<file path="config.mk">
export PLATFORM = sky130hd
export DESIGN_NAME = gtg_front
export DESIGN_NICKNAME = d
export VERILOG_FILES = /design/src/rtl/core/gtg_pkg.sv /design/src/rtl/core/gtg_front.sv
export SDC_FILE = /design/constraint.sdc
export NUM_CORES = 1
export LEC_CHECK = 0
export BUFFER_PORTS_ARGS = -buffer_cell sky130_fd_sc_hd__buf_2
export CORE_MARGIN = 3
export CORE_UTILIZATION = 46
export DETAILED_ROUTE_END_ITERATION = 6
export HOLD_SLACK_MARGIN = 0.06
export PLACE_DENSITY_LB_ADDON = 0.2
export REMOVE_ABC_BUFFERS = 1
export SLEW_MARGIN = 5
export SYNTH_ARGS = -nofsm -noshare
export SYNTH_HDL_FRONTEND = slang
export SYNTH_SLANG_ARGS = --single-unit
export TNS_END_PERCENT = 100
</file>
<file path="constraint.sdc">
create_clock -name clk -period 2.08 [get_ports clk]
set_input_delay 0.208 -clock clk [delete_from_list [all_inputs] [get_ports clk]]
set_output_delay 0.208 -clock clk [all_outputs]
set_load 0.01 [all_outputs]
</file>
<file path="src/rtl/core/gtg_pkg.sv">
package gtg_pkg;

    // Default build parameters
    localparam int CORDIC_STAGES_DEF = 16;
    localparam int DATA_WIDTH_DEF    = 16;

    // Extra bits on the CORDIC x/y words beyond DATA_WIDTH (Q7 integer part plus growth)
    localparam int XY_GUARD  = 10;
    // Angle word inside the CORDIC: Q.32 radians with room for pre-rotation and growth
    localparam int ANGLE_W   = 38;
    localparam int ATAN_ENTRIES = 24;

    // Configuration port
    localparam int CFG_IDX_W  = 4;
    localparam int CFG_DATA_W = 16;

    localparam logic signed [ANGLE_W-1:0] PI_Q32      = 38'sd13493037705;
    localparam logic signed [ANGLE_W-1:0] HALF_PI_Q32 = 38'sd6746518852;
    localparam int PI_Q13 = 25736;

    // atan(2^-i) in Q.32, rounded
    localparam logic [31:0] ATAN_Q32 [ATAN_ENTRIES] = '{
        32'd3373259426, 32'd1991351317, 32'd1052175346, 32'd534100635,
        32'd268086748,  32'd134174063,  32'd67103403,   32'd33553749,
        32'd16777131,   32'd8388597,    32'd4194303,    32'd2097152,
        32'd1048576,    32'd524288,     32'd262144,     32'd131072,
        32'd65536,      32'd32768,      32'd16384,      32'd8192,
        32'd4096,       32'd2048,       32'd1024,       32'd512
    };

    // Register reset values
    localparam logic [14:0] MAX_SPEED_RST   = 15'd2048;
    localparam logic [14:0] STOP_RADIUS_RST = 15'd102;

    typedef enum logic [CFG_IDX_W-1:0] {
        REG_GOAL_X      = 4'd0,
        REG_GOAL_Y      = 4'd1,
        REG_MAX_SPEED   = 4'd2,
        REG_STOP_RADIUS = 4'd3
    } cfg_reg_t;

    typedef struct packed {
        logic signed [15:0] goal_x;
        logic signed [15:0] goal_y;
        logic [14:0]        max_speed;
        logic [14:0]        stop_radius;
    } ctrl_cfg_t;

    typedef enum logic {
        CELL_ROTATE,
        CELL_VECTOR
    } cell_mode_t;

    // Clamp the stage count to the arctangent table
    function automatic int stage_count(input int stages);
        return (stages > ATAN_ENTRIES) ? ATAN_ENTRIES : stages;
    endfunction

    // Squared CORDIC gain in Q2.30, truncating at each stage
    function automatic longint unsigned gain_sq(input int stages);
        longint unsigned k;
        k = 64'd1 << 30;
        for (int i = 0; i < ATAN_ENTRIES; i++) begin
            if (i < stages) begin
                k = k + (k >> (2 * i));
            end
        end
        return k;
    endfunction

endpackage

</file>
<file path="src/rtl/core/gtg_front.sv">
module gtg_front
    import gtg_pkg::*;
#(
    parameter int DATA_WIDTH = DATA_WIDTH_DEF
)
(
    input  logic                            clk,
    input  logic                            rst_n,
    input  ctrl_cfg_t                       cfg,
    input  logic                            in_valid,
    output logic                            in_ready,
    input  logic signed [15:0]              pose_x,
    input  logic signed [15:0]              pose_y,
    input  logic signed [15:0]              pose_heading,
    output logic                            out_valid,
    input  logic                            out_ready,
    output logic signed [DATA_WIDTH+XY_GUARD-1:0] out_x,
    output logic signed [DATA_WIDTH+XY_GUARD-1:0] out_y,
    output logic signed [ANGLE_W-1:0]       out_z
);

    localparam int W     = DATA_WIDTH + XY_GUARD;
    localparam int SHIFT = DATA_WIDTH - 10;

    logic signed [16:0]        err_x;
    logic signed [16:0]        err_y;
    logic signed [16:0]        head_neg;
    logic signed [W-1:0]       x_wide;
    logic signed [W-1:0]       y_wide;
    logic signed [ANGLE_W-1:0] z_wide;
    logic signed [W-1:0]       x_next;
    logic signed [W-1:0]       y_next;
    logic signed [ANGLE_W-1:0] z_next;
    logic                      valid_reg;
    logic signed [W-1:0]       x_reg;
    logic signed [W-1:0]       y_reg;
    logic signed [ANGLE_W-1:0] z_reg;
    logic                      load;

    // World-frame error, widened to the CORDIC word, and rotation angle = -heading
    always_comb
    begin
        err_x    = {cfg.goal_x[15], cfg.goal_x} - {pose_x[15], pose_x};
        err_y    = {cfg.goal_y[15], cfg.goal_y} - {pose_y[15], pose_y};
        head_neg = 17'sd0 - {pose_heading[15], pose_heading};
        x_wide   = {{(W-17){err_x[16]}}, err_x} <<< SHIFT;
        y_wide   = {{(W-17){err_y[16]}}, err_y} <<< SHIFT;
        z_wide   = {{(ANGLE_W-17){head_neg[16]}}, head_neg} <<< 19;

        // Fold angles beyond +-pi/2 by negating the vector
        x_next = x_wide;
        y_next = y_wide;
        z_next = z_wide;
        if (z_wide > HALF_PI_Q32)
        begin
            x_next = -x_wide;
            y_next = -y_wide;
            z_next = z_wide - PI_Q32;
        end
        else if (z_wide < -HALF_PI_Q32)
        begin
            x_next = -x_wide;
            y_next = -y_wide;
            z_next = z_wide + PI_Q32;
        end
    end

    assign in_ready = !valid_reg || out_ready;
    assign load     = in_valid && in_ready;

    // Hold the word until the next cell takes it
    always_ff @(posedge clk or negedge rst_n)
    begin
        if (!rst_n)
        begin
            valid_reg <= 1'b0;
        end
        else if (in_ready)
        begin
            valid_reg <= in_valid;
        end
    end

    always_ff @(posedge clk)
    begin
        if (load)
        begin
            x_reg <= x_next;
            y_reg <= y_next;
            z_reg <= z_next;
        end
    end

    assign out_valid = valid_reg;
    assign out_x     = x_reg;
    assign out_y     = y_reg;
    assign out_z     = z_reg;

endmodule

</file>
==> results of run 1 <==
-- how the worst max path moves through the flow --
stage | startpoint | endpoint | slack [ns] | depth (start not counted)
final | pose_heading[0] | out_z[25]$_DFFE_PP_ | -0.79 | 13
after global routing | pose_heading[1] | out_z[25]$_DFFE_PP_ | -0.87 | 13
after CTS | pose_heading[1] | out_x[14]$_DFFE_PP_ | -0.69 | 15
after detailed placement | pose_heading[0] | out_y[11]$_DFFE_PP_ | -1.24 | 16
after global placement | pose_y[8] | out_y[23]$_DFFE_PP_ | -1.09 | 12
after floorplan | pose_heading[0] | out_x[24]$_DFFE_PP_ | -1.57 | 11
-- power groups by stage --
stage,Combinational (uW),Clock (uW),Sequential (uW)
4_1_cts,2430,1360,1660
6_report,2660,1350,1660
2_1_floorplan,1030,0,1760
3_5_place_dp,2130,0,1690
3_3_place_gp,2060,0,1680
5_1_grt,2850,1410,1670
-- timing repair --
item / 4_1_cts / 5_1_grt
setup buffers: 27 / 9
pin swaps: 32 / 30
cloned: 4 / 1
resized for setup: 140 / 58
setup endpoints to repair: 59 / 59
endpoints found under the hold margin: 1 / 0
hold buffers: 1 / 0
-- cell type report --
cell class | count | area, sq um
multi-input cells | 511 | 4330
fillers | 911 | 3020
inverters | 53 | 224
clock buffers | 10 | 229
clock inverters | 6 | 37.5
flip-flops and latches | 62 | 1860
repair buffers | 402 | 2790
well taps | 172 | 215
repair inverters | 2 | 22.5
-- cell usage in the layout (no fill, tap or decap), types with 17 or more instances in the layout --
cell type  count
buf_4        210
a21oi_1       21
nor2_1        34
xor2_1        26
buf_2        161
edfxtp_1      61
xnor2_1       36
nor3_1        17
buf_6         20
nand2_1       26
ha_1          34
inv_1         48
-- per-stage QoR --
stage | hold WS (ns) | power (uW) | utilization, % | setup slack [ns]
floorplan | -0.0876 | 2790 | - | -1.57
global placement | -0.0169 | 3740 | 64.8 | -1.09
detailed placement | -0.0162 | 3820 | 64.8 | -1.24
CTS | 0.0831 | 5450 | 73.3 | -0.688
global route | 0.109 | 5930 | 76.3 | -0.872
finish | 0.0964 | 5670 | 76.3 | -0.792
-- flip-flops by register name, summed over array words and instances (netlist names) --
name	flops
out_y	20
out_valid	1
out_z	21
out_x	20
-- per-layer routing --
| metal | wire (microns) | share of wire [%] |
|---|---|---|
| met1 | 7870 | 39 |
| met2 | 10400 | 51 |
| met3 | 1430 | 7.0 |
| met4 | 703 | 3.4 |
| met5 | 0 | 0 |
-- worst max-delay path: cells and delay by family --
| kind | cells | cell delay [ns] |
|---|---|---|
| xor gates and xnor gates | 2 | 0.26 |
| and+or+nand+nor | 3 | 1.04 |
| adders and majority gates | 1 | 0.13 |
| buffers and inverters | 4 | 0.50 |
| AOI/OAI and AO/OA | 3 | 0.80 |
-- logic make-up after synthesis --
family          Yosys count
compound gates          180
xor+xnor                 79
fa+ha+maj                40
buf+inv                 107
flops                    62
other cells               1
simple gates            200
==> results.md, run 1 <==
- Clock latency on the worst-skew pair: 0.33 ns
- Dpl cell area: 8250 sq um
- EDFF count, synth: 61
- Initial antenna violation count: 0
- Fraction of layout cells with a size suffix above 1: 52.8%
- Clk sinks: 62
- Gr usage total: 25.2%
- Gate power share: 46.9%
- Placed insts: 1161
- Critical Path Sink Type: flip-flop
- Met3 usage: 4.16%
- Initial DRC count: 464
- CTS root buf: clkbuf_16
- Clk slew on worst S/H paths: 0.05 ns
- Final setup fails: 59
- Register share of total power: 29.3%
- Register area share after synthesis: 30.9%
- Die Width: 120 microns
- Worst Tran Pin Value: 0.691 ns
- Post-synthesis simple-gate area fraction: 18.5%
- Total CTS buffers: 9
- Synth Area in Compound Gates: 21.1%
- Crit path kind: in2reg
- Grt total ovfl: 0
- Hold_sp: in_valid
- Met2 Use GR: 45.2%
- Leak pwr: 0.00448 uW
- Post-synthesis mux area share: 0%
- TritonRoute pass-1 iters: 5
- TritonCTS clock tree: built
- Startpoint Class: input pin
- Antenna-violating nets left: 0
- Setup TNS: -40.01 ns
- Worst flop-to-flop path endpoint: out_x[10]$_DFFE_PP_
- IR Drop Worst-Case VDD: 412 uV
- DIE HEIGHT: 120 microns
- # port buffers: 163
- P&R area growth vs syn: 61.4%
- Final hold vios: 0
- Routed vias: 6767
- Syn. warnings: 0
- Yosys top cell by area: edfxtp_1
- Min cycle time layout: 2.87 ns
- Hold path depth: 2
- Core box area: 12700 sq um
- FF+latch count, synth: 62
- Crit-path max cell delay: 0.51 ns
- Synth Area in Adders: 8.57%
- Switching Share: 34.2%
- Detail Placement HPWL: 13700 microns
- Global placer's final weighted congestion: 0.935
- Final WS setup: -0.792 ns
- Max cap viols: 0
- Final wirelength: 20400 microns
- Share of flip-flops with an asynchronous set or reset: 1.61%
- Pin count of the biggest net entering global routing: 62
- Syn Inst Count: 669
- Finished Layout Cells: 1218
- Residual DRC count: 0
- Ys flop type: edfxtp_1
- H-tree Lvls: 3
- Violated checks: setup timing
- Syn Std Cell Area: 6010 sq um
- Crit-path cells: buf_6 > inv_4 > ha_4 > or4b_4 > buf_4 > nor4b_4 > xnor2_2 > o211a_1 > a21o_1 > or2_4 > buf_4 > o41ai_4 > xnor2_1
- Final period util: 138%
- Final Skew: 0.00811 ns
- Slew Limit Headroom: 53.5%
- Area contributors post-synth: edfxtp_1 (30%), ha_1 (7.9%), xnor2_1 (7.3%), xor2_1 (4.1%), buf_4 (4.0%)
- Clock Power Share: 23.7%
- Cells on worst reg2reg path: 3
- CTS max path bufs: 2
- Most Crowded Layer GR: met2
- Pint: 3730 uW
- WL/cell: 16.7 microns
- Combinational family with the most area after synthesis: compound AO/OA/AOI/OAI gates
- Most used cell, CP: buf_4
- Vias in the first global route: 6576
- Die ar.: 14500 sq um
- Status: finished with violations
- Highest clock rate: 348 MHz
- Critical Path RT: 2.15 ns
- Hold EP: out_valid$_DFFE_PN0N_
- Crit-path max FO: 4
- Worst hold path class: in2reg
- Distinct cells, synth: 86
- Pwr Density: 584 nW/um^2
- First-pass GRT wire length: 30100 microns
- Most common library cells after synthesis: edfxtp_1 (61), inv_1 (50), xnor2_1 (50), nor2_1 (41), ha_1 (38)
- Core Rows: 41
- Number of diodes: 0
- Yosys top cell area share: 30.5%
- CP max stage cell: or4b_4
- GR Util met1: 29.9%
- Worst Path Arrival: 2.94 ns
- Final nets: 1195
- I/O Pins: 206
- Via/cell ratio: 5.56
- XOR/XNOR Fraction of Synth Area: 11.6%
- Initial Util: 47.3%
- Syn Area/Cell: 8.99 sq um
- RR Startpoint: out_valid$_DFFE_PN0N_
- Most common cell in the netlist: edfxtp_1
- Reg2reg setup slack: 0.75 ns
- Net Sw Power: 1940 uW
- RSZ-0062 raised after global routing: yes
- Fin. max-slew vios: 0
- Final Cell Area: 9710 sq um
Note: power is estimated with default switching activity, not from simulation.
==> inputs of run 2 (changes only) <==
==> constraint.sdc (replaced) <==
create_clock -name clk -period 3.2 [get_ports clk]
set_input_delay 0.32 -clock clk [delete_from_list [all_inputs] [get_ports clk]]
set_output_delay 0.32 -clock clk [all_outputs]
set_load 0.01 [all_outputs]
==> run 2 against run 1 <==
Clock power fell by 21%. Count of clock-buffer cells in the layout is the same. Critical path depth stayed put. Cell count shrank 13%. Largest power group unchanged. Critical endpoint is now out_x[10]$_DFFE_PP_. Combinational power decreased by 56%. Non-clock buffer count down 158. Global-route usage decreased by 3.9 points. The flow now finishes without violations. Hold slack improved by 0.11 ns. Register-to-register slack gained 0.74 ns. Sequential power is 36% lower. Highest routed layer unchanged. Worst setup slack improved by 1.0 ns. First-iteration DRC count fell by 16%.
==> results.md, run 2 (synthesized netlist as in run 1, its figures left out) <==
- Status: complete, no violations
- Highest-count cells in the layout ignoring fill and taps: buf_2 (163), buf_4 (80), edfxtp_1 (61), inv_1 (50), xnor2_1 (50)
- Sequential Area: 1860 sq um (unchanged)
- Fraction of layout cells with a size suffix above 1: 33.0% (-20 points)
- Clock Power Share: 32.0% (+8.3 points)
- Most common cell after layout, fill and taps aside: buf_2
- CTS root buf: clkbuf_16
- Total CTS buffers: 9 (unchanged)
- Pwr Density: 431 nW/um^2 (-26%)
- Vias in the first global route: 5335 (-19%)
- Die ar.: 14500 sq um (unchanged)
- Highest clock rate: 337 MHz
- Final wirelength: 15700 microns (-23%)
- Die Width: 120 microns (unchanged)
- First-pass GRT wire length: 25200 microns (-16%)
- IR Drop Worst-Case VDD: 249 uV (-40%)
- Final Cell Area: 7670 sq um (-21%)
- Final nets: 1035 (-13%)
- Net Sw Power: 1040 uW (-46%)
- Footprint of the multi-input gates: 3650 sq um (-16%)
- Gate power share: 35.7% (-11 points)
- I/O Pins: 206 (unchanged)
- WL/cell: 14.9 microns (-11%)
- TritonCTS clock tree: built
- P&R area growth vs syn: 27.6%
- Dpl cell area: 7340 sq um (-11%)
- Max reg flops: 21 (unchanged)
- Final hold vios: 0 (unchanged)
- Worst Tran Pin Value: 0.653 ns (-0.0380 ns)
- Crit-path max FO: 18 (+14)
- RSZ-0062 raised after global routing: no
- Initial Util: 47.3% (unchanged)
- Via/cell ratio: 5.47 (-1.5%)
- Worst Path Arrival: 3.04 ns (+0.10 ns)
- Core Rows: 41 (unchanged)
- Max cap viols: 0 (unchanged)
- Clock latency on the worst-skew pair: 0.33 ns (about the same)
- DIE HEIGHT: 120 microns (unchanged)
- Clk sinks: 62 (unchanged)
- Initial antenna violation count: 0 (unchanged)
- Routed vias: 5789 (-14%)
- Switching Share: 31.5% (-2.8 points)
- Clk slew on worst S/H paths: 0.05 ns (about the same)
- Crit path kind: in2reg
- Final period util: 92.8%
- Gr usage total: 21.3% (-3.9 points)
- CTS max path bufs: 2 (unchanged)
- Register share of total power: 32.4% (+3.1 points)
- Initial DRC count: 389 (-16%)
- Critical Path RT: 3.27 ns (+1.12 ns)
- Slew Limit Headroom: 56.0% (+2.5 points)
- Fin. max-slew vios: 0 (unchanged)
- Detail Placement HPWL: 12600 microns (-7.9%)
- Worst hold path class: in2reg
- Final setup fails: 0 (-100%)
- Setup bufs post-CTS: 0 (-100%)
- Final WS setup: 0.230 ns (+1.02 ns)
- DP Worst Slack: -0.135 ns (+1.10 ns)
- Pint: 2270 uW (-39%)
- Leak pwr: 0.00346 uW (-23%)
- Final Skew: 0.00845 ns (+0.000333 ns)
- Pin count of the biggest net entering global routing: 24 (-61%)
- Residual DRC count: 0 (unchanged)
- Grt total ovfl: 0 (unchanged)
- # port buffers: 163 (unchanged)
- Global placer's final weighted congestion: 0.909 (-2.8%)
- TritonRoute pass-1 iters: 4 (-1)
- Number of diodes: 0 (unchanged)
- Layout fillers: 1165 (+28%)
- Core box area: 12700 sq um (unchanged)
- Antenna-violating nets left: 0 (unchanged)
- H-tree Lvls: 3 (unchanged)
- Startpoint Class: input pin
- Min cycle time layout: 2.97 ns
- Critical Path Sink Type: flip-flop
run 2: worst paths after layout:
kind,from,end,slack (ns),cells past startpoint
worst max-delay path,pose_heading[0],out_x[10]$_DFFE_PP_,0.23,13
worst max register to register,out_valid$_DFFE_PN0N_,out_x[8]$_DFFE_PP_,1.49,3
max in group asynchronous,rst_n,out_valid$_DFFE_PN0N_,2.82,2
min in group asynchronous,rst_n,out_valid$_DFFE_PN0N_,0.29,2
worst min register to register,out_valid$_DFFE_PN0N_,out_valid$_DFFE_PN0N_,0.54,2
worst min-delay path,in_valid,out_valid$_DFFE_PN0N_,0.21,2
run 2: layout make-up:
class	count	area share [%]
multi-input cells	511	47.6
inverters	53	2.66
repair buffers	244	18.6
clock inverters	6	1.09
clock buffers	10	3.11
flip-flops and latches	62	24.2
well taps	172	2.80
run 2: power groups by stage:
| stage | clock, uW | sequential (uW) | combinational, uW |
|---|---|---|---|
| after global placement | 0 | 1090 | 1140 |
| final | 1060 | 1070 | 1180 |
| after global routing | 1120 | 1080 | 1300 |
| after floorplan | 0 | 1140 | 667 |
| after detailed placement | 0 | 1090 | 1170 |
| after CTS | 1080 | 1070 | 1180 |
run 2: per-stage QoR:
step	util (%)	setup TNS [ns]	instances	hold slack (ns)	total power, uW
after global placement	57.7	-0.550	1041	0.0956	2230
after CTS	60.3	0	1058	0.207	3330
after floorplan	-	-15.34	626	0.0244	1810
after global routing	60.3	0	1058	0.224	3500
after detailed placement	57.7	-2.83	1041	0.100	2260
final	60.3	0	1058	0.211	3310
run 2: timing repair:
item / CTS / global route
setup endpoints to repair: 0 / 3
resized for setup: 0 / 2
endpoints found under the hold margin: 1 / 0
hold buffers: 1 / 0
run 2: per-layer routing:
layer / vias to the layer above / part of all wire, % / GRT usage, %
li1: 2861 / - / -
met4: 0 / 2.2 / 7.58
met3: 21 / 6.1 / 2.99
met1: 2708 / 44 / 27.4
met5: - / 0 / 0
met2: 199 / 48 / 36.7
run 2: worst max-delay path: stages:
cell and delay [ns]:
buf_2 0.12, inv_1 0.07, ha_1 0.21, or4b_4 0.52, nor4b_4 0.31, xnor2_2 0.11
buf_4 0.17, and4_1 0.15, a21o_1 0.23, o21a_2 0.23, inv_2 0.25, o21ai_0 0.19
xnor2_1 0.15
==> inputs of run 3 (changes only) <==
--- a/config.mk
+++ b/config.mk
@@ -10,6 +10,7 @@
 export CORE_UTILIZATION = 46
 export DETAILED_ROUTE_END_ITERATION = 6
 export HOLD_SLACK_MARGIN = 0.06
+export MAX_ROUTING_LAYER = met4
 export PLACE_DENSITY_LB_ADDON = 0.2
 export REMOVE_ABC_BUFFERS = 1
 export SLEW_MARGIN = 5
==> run 3 against run 2 <==
Die area is the same. Combinational power hardly changed. Clock power is 4% lower. Power is 0.99% lower.
==> results.md, run 3 (synthesized netlist as in run 1, its figures left out) <==
- Finished Layout Cells: 1061 (+0.28%)
- Total CTS buffers: 9 (unchanged)
- I/O Pins: 206 (unchanged)
- Worst hold path class: in2reg
- TritonRoute pass-1 iters: 5 (+1)
- Worst Path Arrival: 3.11 ns (+0.07 ns)
- Highest clock rate: 330 MHz (-1.8%)
- First-pass GRT wire length: 25400 microns (+0.85%)
- CTS root buf: clkbuf_16
- Clock latency on the worst-skew pair: 0.33 ns (about the same)
- Number of diodes: 0 (unchanged)
- Clk slew on worst S/H paths: 0.06 ns (about the same)
- Status: complete, no violations
- Global placer's final weighted congestion: 0.938 (+3.2%)
- IR Drop Worst-Case VDD: 243 uV (-2.4%)
- Routed vias: 5766 (-0.40%)
- Critical Path Sink Type: flip-flop
- WL/cell: 14.6 microns (-2.0%)
- Hold_ws: 0.211 ns (+0.0000480 ns)
- Min cycle time layout: 3.03 ns (+0.0559 ns)
- TritonCTS clock tree: built
- Gr usage total: 21.9% (+0.57 points)
- Core Rows: 41 (unchanged)
- Fraction of layout cells with a size suffix above 1: 33.1% (+0.11 points)
- Vias in the first global route: 5543 (+3.9%)
- Residual DRC count: 0 (unchanged)
- Final setup fails: 0 (unchanged)
- Crit-path max FO: 18 (unchanged)
- Pin count of the biggest net entering global routing: 62 (+160%)
- Worst Tran Pin Value: 0.774 ns (+0.121 ns)
- CTS max path bufs: 2 (unchanged)
- Hold EP: out_valid$_DFFE_PN0N_
- Final nets: 1038 (+0.29%)
- Setup TNS: 0 ns (unchanged)
- Final core occ: 60.4% (about the same)
- Grt total ovfl: 0 (unchanged)
- Initial DRC count: 299 (-23%)
- Fin. max-slew vios: 0 (unchanged)
- H-tree Lvls: 3 (unchanged)
- Critical Path RT: 3.29 ns (+0.02 ns)
- Startpoint Class: input pin
- Worst flop-to-flop path endpoint: out_z[23]$_DFFE_PP_
- DIE HEIGHT: 120 microns (unchanged)
- Crit path kind: in2reg
- P&R area growth vs syn: 27.7% (about the same)
- Final period util: 94.6% (+1.7 points)
- Hold path depth: 2 (unchanged)
- Die ar.: 14500 sq um (unchanged)
- Die Width: 120 microns (unchanged)
- CP max stage cell: or4_4
- Final wirelength: 15500 microns (-1.7%)
- Core box area: 12700 sq um (unchanged)
- Hold_sp: in_valid
- # port buffers: 163 (unchanged)
- RSZ-0062 raised after global routing: no
- Detail Placement HPWL: 12500 microns (-1.2%)
- Reg2reg setup slack: 1.56 ns (+0.07 ns)
- Crit-path cells: buf_2 > inv_1 > ha_1 > or4b_4 > nor4b_4 > xnor2_2 > or4_4 > o211ai_2 > o21a_2 > inv_2 > and2_1 > a21bo_1
- Cells on worst reg2reg path: 3 (unchanged)
- Slew Limit Headroom: 48.4% (-7.6 points)
- Final WS setup: 0.174 ns (-0.0559 ns)
- Antenna-violating nets left: 0 (unchanged)
- Max reg flops: 21 (unchanged)
- Crit-path max cell delay: 0.53 ns (about the same)
- Initial Util: 47.3% (unchanged)
- Via/cell ratio: 5.43 (-0.68%)
- Clk sinks: 62 (unchanged)
- Placed insts: 1044 (+0.29%)
- Most common cell after layout, fill and taps aside: buf_2
- RR Startpoint: out_valid$_DFFE_PN0N_
- DP Worst Slack: -0.180 ns (-0.0442 ns)
- Highest-count cells in the layout ignoring fill and taps: buf_2 (163), buf_4 (83), edfxtp_1 (61), inv_1 (50), xnor2_1 (50)
- Leak pwr: 0.00347 uW (+0.31%)
- Final Skew: 0.0106 ns (+0.00214 ns)
- Initial antenna violation count: 0 (unchanged)
- Final hold vios: 0 (unchanged)
- CTS resizes: 0 (unchanged)
- Max cap viols: 0 (unchanged)
- Pwr Density: 426 nW/um^2 (-1.1%)
## run 3: cell count changes in the layout (fill, tap and decap cells not counted)
| cell | before | now |
|---|---|---|
| o311ai_0 | 3 | 4 |
| clkbuf_8 | 1 | 0 |
| clkinv_2 | 3 | 4 |
| inv_6 | 2 | 1 |
| nor4b_1 | 1 | 2 |
| nor4b_2 | 2 | 1 |
| buf_4 | 80 | 83 |
| clkinv_4 | 0 | 1 |
| o311ai_1 | 1 | 0 |
## run 3: power by group
group | total [uW] | switching (uW) | internal [uW] | leakage, uW
logic | 1180 | 653 | 528 | 0.00272
registers | 1070 | 27.9 | 1040 | 0.000592
clock network | 1020 | 348 | 676 | 0.000159
total | 3280 | 1030 | 2250 | 0.00347
## run 3: final cells by class
class	instances	area, sq um
Inverter	53	204
Tap cell	172	215
Clock buffer	9	225
Fill cell	1157	5040
Sequential cell	62	1860
Timing Repair Buffer	247	1450
Multi-Input combinational cell	511	3640
Clock inverter	7	88.8
## run 3: worst max-delay path by stage
stage	from	to	cells past startpoint	slack, ns
floorplan	pose_heading[0]	out_x[24]$_DFFE_PP_	11	-0.56
global placement	pose_heading[0]	out_z[32]$_DFFE_PP_	14	-0.07
detailed placement	pose_heading[0]	out_x[24]$_DFFE_PP_	12	-0.18
CTS	pose_heading[0]	out_x[24]$_DFFE_PP_	12	0.17
global route	cfg[30]	out_y[23]$_DFFE_PP_	15	0.01
finish	pose_heading[0]	out_x[24]$_DFFE_PP_	12	0.17
## run 3: metrics by stage
step                power, uW  instance area, sq um
global route             3470                  7680
detailed placement       2260                  7360
global placement         2230                  7360
finish                   3280                  7680
CTS                      3300                  7680
floorplan                1810                  5700
## run 3: worst max-delay path: cells and delay by family
family | cells | cell delay [ns]
and+or+nand+nor | 4 | 1.54
AOI/OAI and AO/OA | 3 | 0.57
buffers and inverters | 3 | 0.35
adders and majority gates | 1 | 0.22
xor gates and xnor gates | 1 | 0.11
## run 3: metal layers
layer,vias up,share of wire (%),global-route usage [%]
li1,2870,-,-
met1,2663,44,27.6
met5,-,0,-
met4,0,1.7,7.93
met2,213,49,37.0
met3,20,5.4,1.96
## run 3: timing repair
| item | 4_1_cts | 5_1_grt |
|---|---|---|
| buffers inserted | 0 | 0 |
| hold buffers | 1 | 0 |
| endpoints found under the hold margin | 1 | 0 |
